==> src/rtl/kcl_pkg.sv <==
// Shared types and constants of the keypad code lock.
`default_nettype none

package kcl_pkg;

    // Register indexes of the configuration port.
    localparam logic [1:0] REG_PIN_CODE   = 2'd0;
    localparam logic [1:0] REG_PIN_LENGTH = 2'd1;
    localparam logic [1:0] REG_NEAR_THR   = 2'd2;
    localparam logic [1:0] REG_MAX_TRIES  = 2'd3;

    // Register values after reset.
    localparam logic [31:0] PIN_CODE_RST   = 32'd17185;
    localparam logic [3:0]  PIN_LENGTH_RST = 4'd4;
    localparam logic [8:0]  NEAR_THR_RST   = 9'd30;
    localparam logic [1:0]  MAX_TRIES_RST  = 2'd2;

    // Longest code that the pin_code register can describe.
    localparam logic [3:0] PIN_DIGITS_MAX = 4'd8;

    // Key codes with a meaning of their own.
    localparam logic [3:0] KEY_STAR = 4'd14;
    localparam logic [3:0] KEY_HASH = 4'd15;

    // Indicator colors, bit 2 red, bit 1 green, bit 0 blue.
    localparam logic [2:0] LED_OFF    = 3'd0;
    localparam logic [2:0] LED_BLUE   = 3'd1;
    localparam logic [2:0] LED_GREEN  = 3'd2;
    localparam logic [2:0] LED_RED    = 3'd4;
    localparam logic [2:0] LED_YELLOW = 3'd6;

    typedef enum logic [2:0] {
        EV_NONE     = 3'd0,
        EV_DETECTED = 3'd1,
        EV_GRANTED  = 3'd2,
        EV_WRONG    = 3'd3,
        EV_ALERT    = 3'd4,
        EV_INTRUDER = 3'd5,
        EV_RESET    = 3'd6
    } event_t;

    typedef struct packed {
        logic [31:0] pin_code;
        logic [3:0]  pin_length;
        logic [8:0]  near_threshold_cm;
        logic [1:0]  max_attempts;
    } cfg_t;

    typedef struct packed {
        logic [8:0] distance_cm;
        logic       key_valid;
        logic [3:0] key_code;
        logic       motion;
    } item_t;

    typedef struct packed {
        logic [2:0] mode;
        logic [2:0] led_rgb;
        logic       chirp;
        logic       siren;
        event_t     event_res;
    } result_t;

    // Update of the entry buffer requested by the mode machine.
    typedef struct packed {
        logic       clear;
        logic       append;
        logic [3:0] key;
    } entry_op_t;

endpackage

`default_nettype wire

==> src/rtl/kcl_if.sv <==
// Request channels of the keypad code lock: input items and result items.
`default_nettype none

interface kcl_item_if;
    logic       valid;
    logic       ready;
    logic [8:0] distance_cm;
    logic       key_valid;
    logic [3:0] key_code;
    logic       motion;

    modport source (output valid, distance_cm, key_valid, key_code, motion, input ready);
    modport sink (input valid, distance_cm, key_valid, key_code, motion, output ready);
endinterface

interface kcl_res_if;
    logic       valid;
    logic       ready;
    logic [2:0] mode;
    logic [2:0] led_rgb;
    logic       chirp;
    logic       siren;
    logic [2:0] event_res;

    modport source (output valid, mode, led_rgb, chirp, siren, event_res, input ready);
    modport sink (input valid, mode, led_rgb, chirp, siren, event_res, output ready);
endinterface

`default_nettype wire

==> src/rtl/keypad_code_lock_fsm_unit.sv <==
// Keypad code lock: one request per polling pass of distance, key and motion.
//
// The item channel takes one polling pass per request: distance_cm, key_valid,
// key_code and motion. The res channel returns exactly one request per item:
// mode, led_rgb, chirp, siren and event_res, all as they stand after that pass.
// Both channels move a request on a rising edge with valid and ready high.
// An accepted item lands in the input register; on the edge where it moves
// on, the mode machine and the entry comparator run on it and load the result
// register, which then offers the result. One item per cycle is sustained
// while the receiver takes results: the input register advances whenever the
// result register is empty or being emptied in the same cycle.
// When the receiver holds ready low, the result stays put, the input register
// fills, and item.ready drops only once both are occupied.
// The configuration port writes pin_code, pin_length, near_threshold_cm and
// max_attempts (indexes 0 to 3) from cfg_data when cfg_we is high.
// Reset empties both registers, returns the lock to idle with the indicator
// and siren off and an empty entry, and loads the default code settings.
`default_nettype none

module keypad_code_lock_fsm_unit import kcl_pkg::*; #(
    parameter int MAX_DIGITS = 8
) (
    input  wire logic        clk,
    input  wire logic        rst_n,
    kcl_item_if.sink         item,
    kcl_res_if.source        res,
    input  wire logic        cfg_we,
    input  wire logic [1:0]  cfg_index,
    input  wire logic [31:0] cfg_data
);

    cfg_t      cfg_reg;
    logic      in_valid_reg;
    item_t     in_item_reg;
    logic      out_valid_reg;
    logic      step;
    logic      match;
    entry_op_t entry_op;
    result_t   result;

    assign step       = in_valid_reg && (!out_valid_reg || res.ready);
    assign item.ready = !in_valid_reg || step;

    always_ff @(posedge clk or negedge rst_n)
    begin
        if (!rst_n)
        begin
            cfg_reg.pin_code          <= PIN_CODE_RST;
            cfg_reg.pin_length        <= PIN_LENGTH_RST;
            cfg_reg.near_threshold_cm <= NEAR_THR_RST;
            cfg_reg.max_attempts      <= MAX_TRIES_RST;
        end
        else if (cfg_we)
        begin
            case (cfg_index)
                REG_PIN_CODE:   cfg_reg.pin_code          <= cfg_data;
                REG_PIN_LENGTH: cfg_reg.pin_length        <= cfg_data[3:0];
                REG_NEAR_THR:   cfg_reg.near_threshold_cm <= cfg_data[8:0];
                REG_MAX_TRIES:  cfg_reg.max_attempts      <= cfg_data[1:0];
                default:        cfg_reg                   <= cfg_reg;
            endcase
        end
    end

    always_ff @(posedge clk or negedge rst_n)
    begin
        if (!rst_n)
        begin
            in_valid_reg  <= 1'b0;
            out_valid_reg <= 1'b0;
        end
        else
        begin
            if (item.valid && item.ready)
                in_valid_reg <= 1'b1;
            else if (step)
                in_valid_reg <= 1'b0;

            if (step)
                out_valid_reg <= 1'b1;
            else if (res.ready)
                out_valid_reg <= 1'b0;
        end
    end

    always_ff @(posedge clk)
    begin
        if (item.valid && item.ready)
        begin
            in_item_reg.distance_cm <= item.distance_cm;
            in_item_reg.key_valid   <= item.key_valid;
            in_item_reg.key_code    <= item.key_code;
            in_item_reg.motion      <= item.motion;
        end
    end

    kcl_entry #(
        .MAX_DIGITS (MAX_DIGITS)
    ) u_entry (
        .clk        (clk),
        .rst_n      (rst_n),
        .step       (step),
        .op         (entry_op),
        .pin_code   (cfg_reg.pin_code),
        .pin_length (cfg_reg.pin_length),
        .match      (match)
    );

    kcl_ctrl u_ctrl (
        .clk               (clk),
        .rst_n             (rst_n),
        .step              (step),
        .item              (in_item_reg),
        .near_threshold_cm (cfg_reg.near_threshold_cm),
        .max_attempts      (cfg_reg.max_attempts),
        .match             (match),
        .entry_op          (entry_op),
        .result            (result)
    );

    assign res.valid     = out_valid_reg;
    assign res.mode      = result.mode;
    assign res.led_rgb   = result.led_rgb;
    assign res.chirp     = result.chirp;
    assign res.siren     = result.siren;
    assign res.event_res = result.event_res;

    a_ready_when_empty: assert property (@(posedge clk) disable iff (!rst_n)
        !out_valid_reg |-> item.ready)
        else $error("input stalled while the result register is empty");

    a_step_fills_result: assert property (@(posedge clk) disable iff (!rst_n)
        step |=> out_valid_reg)
        else $error("processed request did not reach the result register");

endmodule

`default_nettype wire

==> src/rtl/kcl_entry.sv <==
// Entry buffer of typed digits with its overflow flag and the code comparator.
`default_nettype none

module kcl_entry import kcl_pkg::*; #(
    parameter int MAX_DIGITS = 8
) (
    input  wire logic        clk,
    input  wire logic        rst_n,
    input  wire logic        step,
    input  wire entry_op_t   op,
    input  wire logic [31:0] pin_code,
    input  wire logic [3:0]  pin_length,
    output logic             match
);

    localparam int CNT_W = $clog2(MAX_DIGITS + 1);
    localparam int IDX_W = (MAX_DIGITS > 1) ? $clog2(MAX_DIGITS) : 1;
    localparam int CMP_W = (CNT_W > 4) ? CNT_W : 4;
    localparam int NCMP  = (MAX_DIGITS < 8) ? MAX_DIGITS : 8;

    logic [3:0]       digits_reg [MAX_DIGITS];
    logic [CNT_W-1:0] count_reg;
    logic [CNT_W-1:0] count_next;
    logic             overflow_reg;
    logic             overflow_next;
    logic             room;
    logic [NCMP-1:0]  digit_ok;
    logic             length_ok;

    assign room = count_reg < CNT_W'(MAX_DIGITS);

    always_comb
    begin
        count_next    = count_reg;
        overflow_next = overflow_reg;
        if (step && op.clear)
        begin
            count_next    = '0;
            overflow_next = 1'b0;
        end
        else if (step && op.append)
        begin
            if (room)
                count_next = CNT_W'(count_reg + 1'b1);
            else
                overflow_next = 1'b1;
        end
    end

    always_ff @(posedge clk or negedge rst_n)
    begin
        if (!rst_n)
        begin
            count_reg    <= '0;
            overflow_reg <= 1'b0;
        end
        else
        begin
            count_reg    <= count_next;
            overflow_reg <= overflow_next;
        end
    end

    // Digit storage needs no reset: only digits below the fill count matter.
    always_ff @(posedge clk)
    begin
        if (step && !op.clear && op.append && room)
            digits_reg[count_reg[IDX_W-1:0]] <= op.key;
    end

    // A position past the code length always agrees.
    for (genvar gi = 0; gi < NCMP; gi++)
    begin : g_cmp
        assign digit_ok[gi] = (4'(gi) >= pin_length) ||
                              (digits_reg[gi] == pin_code[4*gi +: 4]);
    end

    assign length_ok = (pin_length != 4'd0) && (pin_length <= PIN_DIGITS_MAX) &&
                       (CMP_W'(count_reg) == CMP_W'(pin_length));
    assign match = !overflow_reg && length_ok && (&digit_ok);

    a_count_bound: assert property (@(posedge clk) disable iff (!rst_n)
        count_reg <= CNT_W'(MAX_DIGITS))
        else $error("entry fill count ran past the buffer depth");

    a_clear_empties: assert property (@(posedge clk) disable iff (!rst_n)
        (step && op.clear) |=> (count_reg == '0 && !overflow_reg))
        else $error("entry not empty after a clear");

endmodule

`default_nettype wire

==> src/rtl/kcl_ctrl.sv <==
// Mode machine of the lock with its indicator, siren and result registers.
`default_nettype none

module kcl_ctrl import kcl_pkg::*; (
    input  wire logic       clk,
    input  wire logic       rst_n,
    input  wire logic       step,
    input  wire item_t      item,
    input  wire logic [8:0] near_threshold_cm,
    input  wire logic [1:0] max_attempts,
    input  wire logic       match,
    output entry_op_t       entry_op,
    output result_t         result
);

    typedef enum logic [2:0] {
        MODE_IDLE    = 3'd0,
        MODE_AUTH    = 3'd1,
        MODE_GRANTED = 3'd2,
        MODE_ALERT   = 3'd3,
        MODE_ALARM   = 3'd4
    } mode_t;

    mode_t      mode_reg;
    mode_t      mode_next;
    logic [1:0] wrong_reg;
    logic [1:0] wrong_next;
    logic [1:0] wrong_inc;
    logic [2:0] led_reg;
    logic [2:0] led_next;
    logic       siren_reg;
    logic       siren_next;
    logic       chirp_reg;
    logic       chirp_next;
    event_t     event_reg;
    event_t     event_next;
    logic       is_hash;
    logic       is_star;

    assign is_hash   = item.key_valid && (item.key_code == KEY_HASH);
    assign is_star   = item.key_valid && (item.key_code == KEY_STAR);
    assign wrong_inc = (wrong_reg == 2'd3) ? wrong_reg : 2'(wrong_reg + 1'b1);

    always_comb
    begin
        mode_next       = mode_reg;
        wrong_next      = wrong_reg;
        led_next        = led_reg;
        siren_next      = siren_reg;
        chirp_next      = 1'b0;
        event_next      = EV_NONE;
        entry_op.clear  = 1'b0;
        entry_op.append = 1'b0;
        entry_op.key    = item.key_code;
        case (mode_reg)
            MODE_IDLE:
            begin
                if (item.distance_cm <= near_threshold_cm)
                begin
                    led_next       = LED_BLUE;
                    mode_next      = MODE_AUTH;
                    wrong_next     = 2'd0;
                    entry_op.clear = 1'b1;
                    event_next     = EV_DETECTED;
                end
            end
            MODE_AUTH:
            begin
                if (is_hash)
                begin
                    chirp_next = 1'b1;
                    if (match)
                    begin
                        led_next   = LED_GREEN;
                        mode_next  = MODE_GRANTED;
                        event_next = EV_GRANTED;
                    end
                    else
                    begin
                        led_next       = LED_RED;
                        wrong_next     = wrong_inc;
                        entry_op.clear = 1'b1;
                        event_next     = EV_WRONG;
                        if (wrong_inc >= max_attempts)
                            mode_next = MODE_ALERT;
                    end
                end
                else if (is_star)
                    entry_op.clear = 1'b1;
                else if (item.key_valid)
                    entry_op.append = 1'b1;
            end
            MODE_GRANTED:
            begin
                mode_next = MODE_IDLE;
                led_next  = LED_OFF;
            end
            MODE_ALERT:
            begin
                chirp_next = 1'b1;
                event_next = EV_ALERT;
                if (item.motion)
                    mode_next = MODE_ALARM;
            end
            default:
            begin
                // Alarm: only the right code followed by hash leaves it.
                led_next   = LED_YELLOW;
                siren_next = 1'b1;
                event_next = EV_INTRUDER;
                if (is_hash)
                begin
                    entry_op.clear = 1'b1;
                    if (match)
                    begin
                        siren_next = 1'b0;
                        led_next   = LED_GREEN;
                        mode_next  = MODE_IDLE;
                        event_next = EV_RESET;
                    end
                end
                else if (item.key_valid)
                    entry_op.append = 1'b1;
            end
        endcase
    end

    always_ff @(posedge clk or negedge rst_n)
    begin
        if (!rst_n)
        begin
            mode_reg  <= MODE_IDLE;
            wrong_reg <= 2'd0;
            led_reg   <= LED_OFF;
            siren_reg <= 1'b0;
            chirp_reg <= 1'b0;
            event_reg <= EV_NONE;
        end
        else if (step)
        begin
            mode_reg  <= mode_next;
            wrong_reg <= wrong_next;
            led_reg   <= led_next;
            siren_reg <= siren_next;
            chirp_reg <= chirp_next;
            event_reg <= event_next;
        end
    end

    assign result.mode      = mode_reg;
    assign result.led_rgb   = led_reg;
    assign result.chirp     = chirp_reg;
    assign result.siren     = siren_reg;
    assign result.event_res = event_reg;

    a_siren_alarm: assert property (@(posedge clk) disable iff (!rst_n)
        siren_reg |-> (mode_reg == MODE_ALARM))
        else $error("siren sounding outside alarm mode");

endmodule

`default_nettype wire
==> src/flat_wrapper.sv <==
// flat-port wrapper written by rule: the top's interface ports become plain ports
module keypad_code_lock_fsm_unit_flat import kcl_pkg::*;
#(
    parameter int MAX_DIGITS = 8
)
  (clk, rst_n, cfg_we, cfg_index, cfg_data, item_valid, item_distance_cm, item_key_valid, item_key_code, item_motion, item_ready, res_valid, res_mode, res_led_rgb, res_chirp, res_siren, res_event_res, res_ready);
  kcl_item_if item_i ();
  kcl_res_if res_i ();
  input  wire logic clk;
  input  wire logic rst_n;
  input  wire logic cfg_we;
  input  wire logic [1:0] cfg_index;
  input  wire logic [31:0] cfg_data;
  input wire logic [$bits(item_i.valid)-1:0] item_valid;
  input wire logic [$bits(item_i.distance_cm)-1:0] item_distance_cm;
  input wire logic [$bits(item_i.key_valid)-1:0] item_key_valid;
  input wire logic [$bits(item_i.key_code)-1:0] item_key_code;
  input wire logic [$bits(item_i.motion)-1:0] item_motion;
  output wire logic [$bits(item_i.ready)-1:0] item_ready;
  output wire logic [$bits(res_i.valid)-1:0] res_valid;
  output wire logic [$bits(res_i.mode)-1:0] res_mode;
  output wire logic [$bits(res_i.led_rgb)-1:0] res_led_rgb;
  output wire logic [$bits(res_i.chirp)-1:0] res_chirp;
  output wire logic [$bits(res_i.siren)-1:0] res_siren;
  output wire logic [$bits(res_i.event_res)-1:0] res_event_res;
  input wire logic [$bits(res_i.ready)-1:0] res_ready;
  assign item_i.valid = item_valid;
  assign item_i.distance_cm = item_distance_cm;
  assign item_i.key_valid = item_key_valid;
  assign item_i.key_code = item_key_code;
  assign item_i.motion = item_motion;
  assign item_ready = item_i.ready;
  assign res_valid = res_i.valid;
  assign res_mode = res_i.mode;
  assign res_led_rgb = res_i.led_rgb;
  assign res_chirp = res_i.chirp;
  assign res_siren = res_i.siren;
  assign res_event_res = res_i.event_res;
  assign res_i.ready = res_ready;
  keypad_code_lock_fsm_unit #(.MAX_DIGITS(MAX_DIGITS)) u_core (.clk(clk), .rst_n(rst_n), .item(item_i), .res(res_i), .cfg_we(cfg_we), .cfg_index(cfg_index), .cfg_data(cfg_data));
endmodule
==> config.mk <==
export PLATFORM = sky130hd
export DESIGN_NAME = keypad_code_lock_fsm_unit_flat
export DESIGN_NICKNAME = d
export VERILOG_FILES = /design/src/rtl/kcl_pkg.sv /design/src/rtl/kcl_if.sv /design/src/rtl/keypad_code_lock_fsm_unit.sv /design/src/rtl/kcl_entry.sv /design/src/rtl/kcl_ctrl.sv /design/src/flat_wrapper.sv
export SDC_FILE = /design/constraint.sdc
export NUM_CORES = 1
export LEC_CHECK = 0
export BUFFER_PORTS_ARGS = -buffer_cell sky130_fd_sc_hd__buf_4
export CAP_MARGIN = 0
export CORE_MARGIN = 2
export CORE_UTILIZATION = 60
export DETAILED_ROUTE_END_ITERATION = 7
export PLACE_DENSITY = 0.86
export SYNTH_ARGS = -nofsm -noshare
export SYNTH_HDL_FRONTEND = slang
export SYNTH_SLANG_ARGS = --single-unit
==> constraint.sdc <==
create_clock -name clk -period 6.08 [get_ports clk]
set_input_delay 1.216 -clock clk [delete_from_list [all_inputs] [get_ports clk]]
set_output_delay 1.216 -clock clk [all_outputs]
set_load 0.02 [all_outputs]
==> impl_metrics.yaml, run 1 <==
yosys:
  async_flop_share_pct: 58.8
  yosysSeqAreaShare_pct: 60.4
  syn_area_per_cell_um2: 13.2
  netlist.area_leader.share_pct: 27.5
  netlist_top_cells_count: "dfrtp_1, edfxtp_1, mux2_2"
  netlist_area_um2: 5130
  synthTopCellsByArea: "edfxtp_1, dfrtp_1, mux2_2, dfstp_2, xor2_1"
  synth_seq_cells: 114
  synth_warnings: 0
  yosysMostFrequentCell: "dfrtp_1"
  syn-num-nets: 456
  synth-main-ff-cell: "dfrtp_1"
  synth_area_leader_cell: "edfxtp_1"
  synthDistinctLibCells: 52
  synth_cells: 390
  synth_edf_count: 47
clock_network:
  cts-resized-gates: 0
  cts_setup_buffers: 0
  holdBufCountCts: 0
  clk_latency_ps: 510
  clkTransAtPathRegs_ps: 60
  htree_levels: 4
  cts-buffers-inserted: 17
  cts_root_buf: "clkbuf_8"
  cts_sinks: 114
  cts_tree: "done"
  cts_max_path_buffers: 2
cells_and_area:
  fin_cells: 584
  drive_above_1_share_pct: 34.7
  nNetsFinal: 532
  fin_util_pct: 76.7
  multi_input_comb_area_um2: 1940
  n_fill_cell: 496
  final_cell_area_um2: 6330
  largest_register_ffs: 47
  area_growth_pct: 23.3
  insertedDiodeCount: 0
  final-seq-area_um2: 3100
power_and_ir_drop:
  netSwitchingPower_w: 0.000598
  power_leakage_nw: 2.64
  ir_worst_vdd_uv: 212
  seqPwrFrac_pct: 43.6
  p_clk_share_pct: 42.1
  p_int_w: 0.00174
  swShare_pct: 25.6
  p_comb_share_pct: 14.2
  p_per_area_nw_per_um2: 370
run:
  maxCapViolCount: 0
detailed_routing:
  drtIter0Drc: 246
  via_per_inst: 5.85
  finalWirelength_um: 10500
  first_pass_iters: 5
  drc_errors: 0
  wl_per_cell_um: 18.0
  antenna_left: 0
  via_count: 3416
timing:
  report.final.setup_viol: 0
  grt_setup_unrepaired: "no"
  fmax_mhz: 336
  final_hold_viol_count: 0
  period_share_pct: 48.9
  slew_headroom_pct: 44.4
  skew_ps: 9.20
  tns_ps: 0
  max_slew.worst_pin.slew_ps: 834
  final_max_slew_viol_count: 0
  finalCriticalPeriod_ps: 2980
hold_path:
  worstHoldEndpoint: "u_core.u_ctrl.siren_reg"
  hold_depth: 2
  min_from: "u_core.u_ctrl.siren_reg"
  hold_path_class: "reg -> reg"
setup_path:
  arrival_ps: 3120
  crit_slowest_cell: "nor3b_1"
  path_common_cell: "nand2_1"
  r2r_end: "u_core.u_ctrl.led_reg[2]"
  required_ps: 6220
  cp_cell_sequence: "buf_4 -> nand2b_1 -> and2_1 -> nand2_1 -> nor3_2 -> nand2_1 -> nor3b_1"
  crit_path_max_fanout: 9
  critPathKind: "in -> reg"
  cp_slowest_stage_delay_ps: 580
  crit_path_start_kind: "input port"
  reg2reg_depth: 7
  timing.rr.start: "u_core.cfg_reg[29]"
  r2r_slack_ps: 3440
  end_kind: "flip-flop"
placed_design:
  dp.cells: 552
  port_buffers: 66
  dp_hpwl_um: 6870
  placed_cell_area_um2: 5740
  gp_congestion: 0.903
die:
  die_area_um2: 9310
  coreArea_um2: 8260
  dieHeight_um: 96.5
  placementRows: 33
  io_pins: 67
  initial_utilization_pct: 62.2
  fp.dieW_um: 96.5
outcome:
  status: "completed"
grt:
  antenna_found_initial: 0
  grt_max_degree: 68
  track_usage_pct: 25.0
  grt_pass1_vias: 3587
  grt_pass1_wl_um: 16900
  grt-ovfl-total: 0
-- cell usage in the layout, fill, tap and decap left out, types with 6 or more instances in the layout --
cell type and count:
buf_4 67, dfrtp_1 56, mux2_2 47, edfxtp_1 47, xor2_1 33, nand2_1 25
nor2_1 19, inv_1 16, clkbuf_16 16, nor3_1 13, ha_1 12, dfstp_2 11
nand3_1 9, a21oi_1 9, o21ai_1 7, nor4_1 6
-- area by class of cell --
type,instances,share of cell area [%]
Inverter,16,0.949
Clock buffer,22,7.31
Tap cell,105,2.08
Timing Repair Buffer,67,7.94
Sequential cell,114,49.0
Multi-Input combinational cell,250,30.6
Clock inverter,10,2.09
-- how the worst max path moves through the flow --
stage          startpoint                               to  slack [ps]  cells after the start
6_report        res_ready  u_core.u_entry.digits_reg[5][3]        3100                      7
5_1_grt         res_ready  u_core.u_entry.digits_reg[5][3]        2930                      7
4_1_cts         res_ready  u_core.u_entry.digits_reg[5][3]        3130                      7
3_5_place_dp    res_ready  u_core.u_entry.digits_reg[5][0]        2620                      7
3_3_place_gp    res_ready  u_core.u_entry.digits_reg[5][0]        2780                      7
2_1_floorplan   res_ready  u_core.u_entry.digits_reg[4][0]        3000                      7
-- through the flow --
stage / hold slack [ps] / worst slack, ps / total power (W)
2_1_floorplan: 471 / 3000 / 0.00124
3_3_place_gp: 470 / 2780 / 0.00133
3_5_place_dp: 477 / 2620 / 0.00136
4_1_cts: 494 / 3130 / 0.00236
5_1_grt: 512 / 2930 / 0.00244
6_report: 490 / 3100 / 0.00234
-- power by group through the flow --
| stage | registers (W) | clock network (W) | logic, W |
|---|---|---|---|
| after global placement | 0.00102 | 0 | 0.000308 |
| after floorplan | 0.000994 | 0 | 0.000245 |
| final | 0.00102 | 0.000986 | 0.000333 |
| after CTS | 0.00102 | 0.00100 | 0.000337 |
| after global routing | 0.00103 | 0.00104 | 0.000369 |
| after detailed placement | 0.00103 | 0 | 0.000330 |
-- logic make-up after synthesis --
family / count (synthesis) / share of synthesized area, %
XOR/XNOR: 34 / 5.80
adder cells (fa/ha/maj): 12 / 2.92
multiplexers: 48 / 10.5
AND/OR/NAND/NOR: 105 / 11.3
AO/OA/AOI/OAI: 51 / 7.16
buffers and inverters: 26 / 1.92
flip-flops: 114 / 60.4
-- critical path, delay by kind of cell --
family        cells  cell delay, ps
simple gates      6            1820
buf+inv           1              80
-- routing by layer --
metal	vias to the layer above	track usage [%]	routed length, um
met3	26	6.21	584
met1	1690	29.4	4280
met5	-	0	0
met2	124	42.8	5420
li1	1576	-	-
met4	0	12.4	225
No activity file was read; power rests on OpenSTA's default activity.
==> inputs of run 2 (changes only) <==
- CORE_UTILIZATION: 60 -> 52
- PLACE_DENSITY: 0.86 -> 0.8
- clock period: 6.08 -> 2.5 ns (I/O delays scaled with it)
==> impl_metrics.yaml, run 2 (synthesis gave the netlist of run 1 again) <==
outcome:
  status: "completed"
setup_path:
  r2r_slack_ps: 40
  critPathKind: "reg -> reg"
  cp_slowest_stage_delay_ps: 530
  crit_slowest_cell: "dfstp_2"
  crit_family: "simple AND/OR/NAND/NOR gates"
  crit_path_start_kind: "flip-flop"
  required_ps: 2950
  cp_cell_sequence: "inv_1 -> ha_1 -> nand3_2 -> nor4_4 -> nor2b_1 -> a21boi_1 -> a211o_1 -> or4_4 -> nand2_1"
  end_kind: "flip-flop"
  crit_path_max_fanout: 4
  arrival_ps: 2910
  critPathBufInv: 1
timing:
  slew_headroom_pct: 42.1
  skew_ps: 13.7
  grt_setup_unrepaired: "yes"
  report.final.setup_viol: 0
  final_hold_viol_count: 0
  final_max_slew_viol_count: 0
  fmax_mhz: 407
  period_share_pct: 98.3
  setup_slack_ps: 42.6
  max_slew.worst_pin.slew_ps: 868
  finalCriticalPeriod_ps: 2460
  holdWs_ps: 112
clock_network:
  cts_sinks: 114
  clk_latency_ps: 520
  holdBufCountCts: 0
  clkTransAtPathRegs_ps: 60
  htree_levels: 4
  cts-buffers-inserted: 17
  cts_root_buf: "clkbuf_8"
  cts_tree: "done"
  cts_max_path_buffers: 2
placed_design:
  port_buffers: 66
  gp_congestion: 0.926
  dp_slack_ps: 88.0
  placed_cell_area_um2: 5910
  dp_hpwl_um: 7090
cells_and_area:
  layout_commonest_cell: "buf_4"
  area_growth_pct: 28.4
  drive_above_1_share_pct: 38.8
  final_cell_area_um2: 6590
  final_cell_mix: "buf_4, dfrtp_1, mux2_2, edfxtp_1, xor2_1"
  fin_util_pct: 68.1
  largest_register_ffs: 47
  nNetsFinal: 553
  insertedDiodeCount: 0
power_and_ir_drop:
  swShare_pct: 25.2
  p_int_w: 0.00442
  seqPwrFrac_pct: 41.4
  ir_worst_vdd_uv: 637
  p_clk_share_pct: 43.7
  netSwitchingPower_w: 0.00149
  p_per_area_nw_per_um2: 897
  power_leakage_nw: 2.78
  p_comb_share_pct: 14.9
detailed_routing:
  first_pass_iters: 4
  drc_errors: 0
  via_per_inst: 5.39
  finalWirelength_um: 10500
  antenna_left: 0
  wl_per_cell_um: 16.5
  via_count: 3413
  drtIter0Drc: 156
run:
  maxCapViolCount: 0
die:
  dieHeight_um: 103
  placementRows: 36
  die_area_um2: 10700
  coreArea_um2: 9680
  fp.dieW_um: 103
  io_pins: 67
  initial_utilization_pct: 53.0
grt:
  grt_max_degree: 68
  grt_pass1_wl_um: 17100
  antenna_found_initial: 0
  grt_pass1_vias: 3565
  grt-ovfl-total: 0
  track_usage_pct: 21.5
hold_path:
  hold_path_class: "in -> async"
## run 2: cell count changes in the layout (fill, tap and decap cells not counted), moves of 2 or more
cell and delta:
buf_4 +21, bufinv_16 +2, clkbuf_1 -2, clkbuf_8 -2
clkinv_4 +2, o21ai_1 -2, o21ai_2 +2
## run 2: final timing paths
| check | to | cells after the start | from |
|---|---|---|---|
| setup reg to reg | u_core.u_ctrl.mode_reg[2] | 9 | u_core.cfg_reg[3] |
| hold reg to reg | u_core.u_ctrl.led_reg[2] | 1 | u_core.u_ctrl.led_reg[2] |
| setup / recovery | u_core.u_ctrl.mode_reg[2] | 9 | u_core.cfg_reg[3] |
| max in group asynchronous | u_core.cfg_reg[17] | 1 | rst_n |
| hold / removal | u_core.cfg_reg[28] | 1 | rst_n |
| min in group clk | u_core.in_item_reg[0] | 1 | item_motion |
## run 2: repair_timing
item / 4_1_cts / 5_1_grt
endpoints found under the hold margin: 0 / 0
endpoints found under the setup margin: 0 / 6
setup buffers: 0 / 3
gates resized for setup: 0 / 6
## run 2: final cells by class
cell class / count / area (um2)
clock inverter: 14 / 210
sequential: 114 / 3100
clock buffer: 18 / 428
inverter: 16 / 60.1
timing repair buffer: 88 / 661
multi-input combinational: 250 / 1970
fill: 664 / 3090
tap: 133 / 166
## run 2: stage by stage
step,total power [W],setup TNS [ps],cells
after detailed placement,0.00334,0,598
after global routing,0.00618,-41.9,633
final,0.00592,0,633
after global placement,0.00328,0,598
after CTS,0.00594,0,630
after floorplan,0.00301,0,390
## run 2: worst register-to-register path, delay by kind of cell, from the launching register on
family          cells  cell delay [ps]
fa+ha+maj           1              290
flops               1              530
buf+inv             1               40
compound gates      2              470
simple gates        5             1070
## run 2: power groups by stage
stage	clock network, W	registers (W)	logic [W]
6_report	0.00258	0.00245	0.000880
5_1_grt	0.00272	0.00249	0.000973
2_1_floorplan	0	0.00242	0.000597
3_3_place_gp	0	0.00247	0.000813
4_1_cts	0.00262	0.00245	0.000868
3_5_place_dp	0	0.00248	0.000855
## run 2: metal layers
metal | share of wire [%] | vias to the layer above | routed length [um] | global-route usage (%)
li1 | - | 1616 | - | -
met1 | 42 | 1660 | 4440 | 27.4
met2 | 51 | 129 | 5360 | 35.8
met3 | 5.7 | 8 | 601 | 5.98
met4 | 0.69 | 0 | 72 | 7.19
met5 | 0 | - | 0 | 0
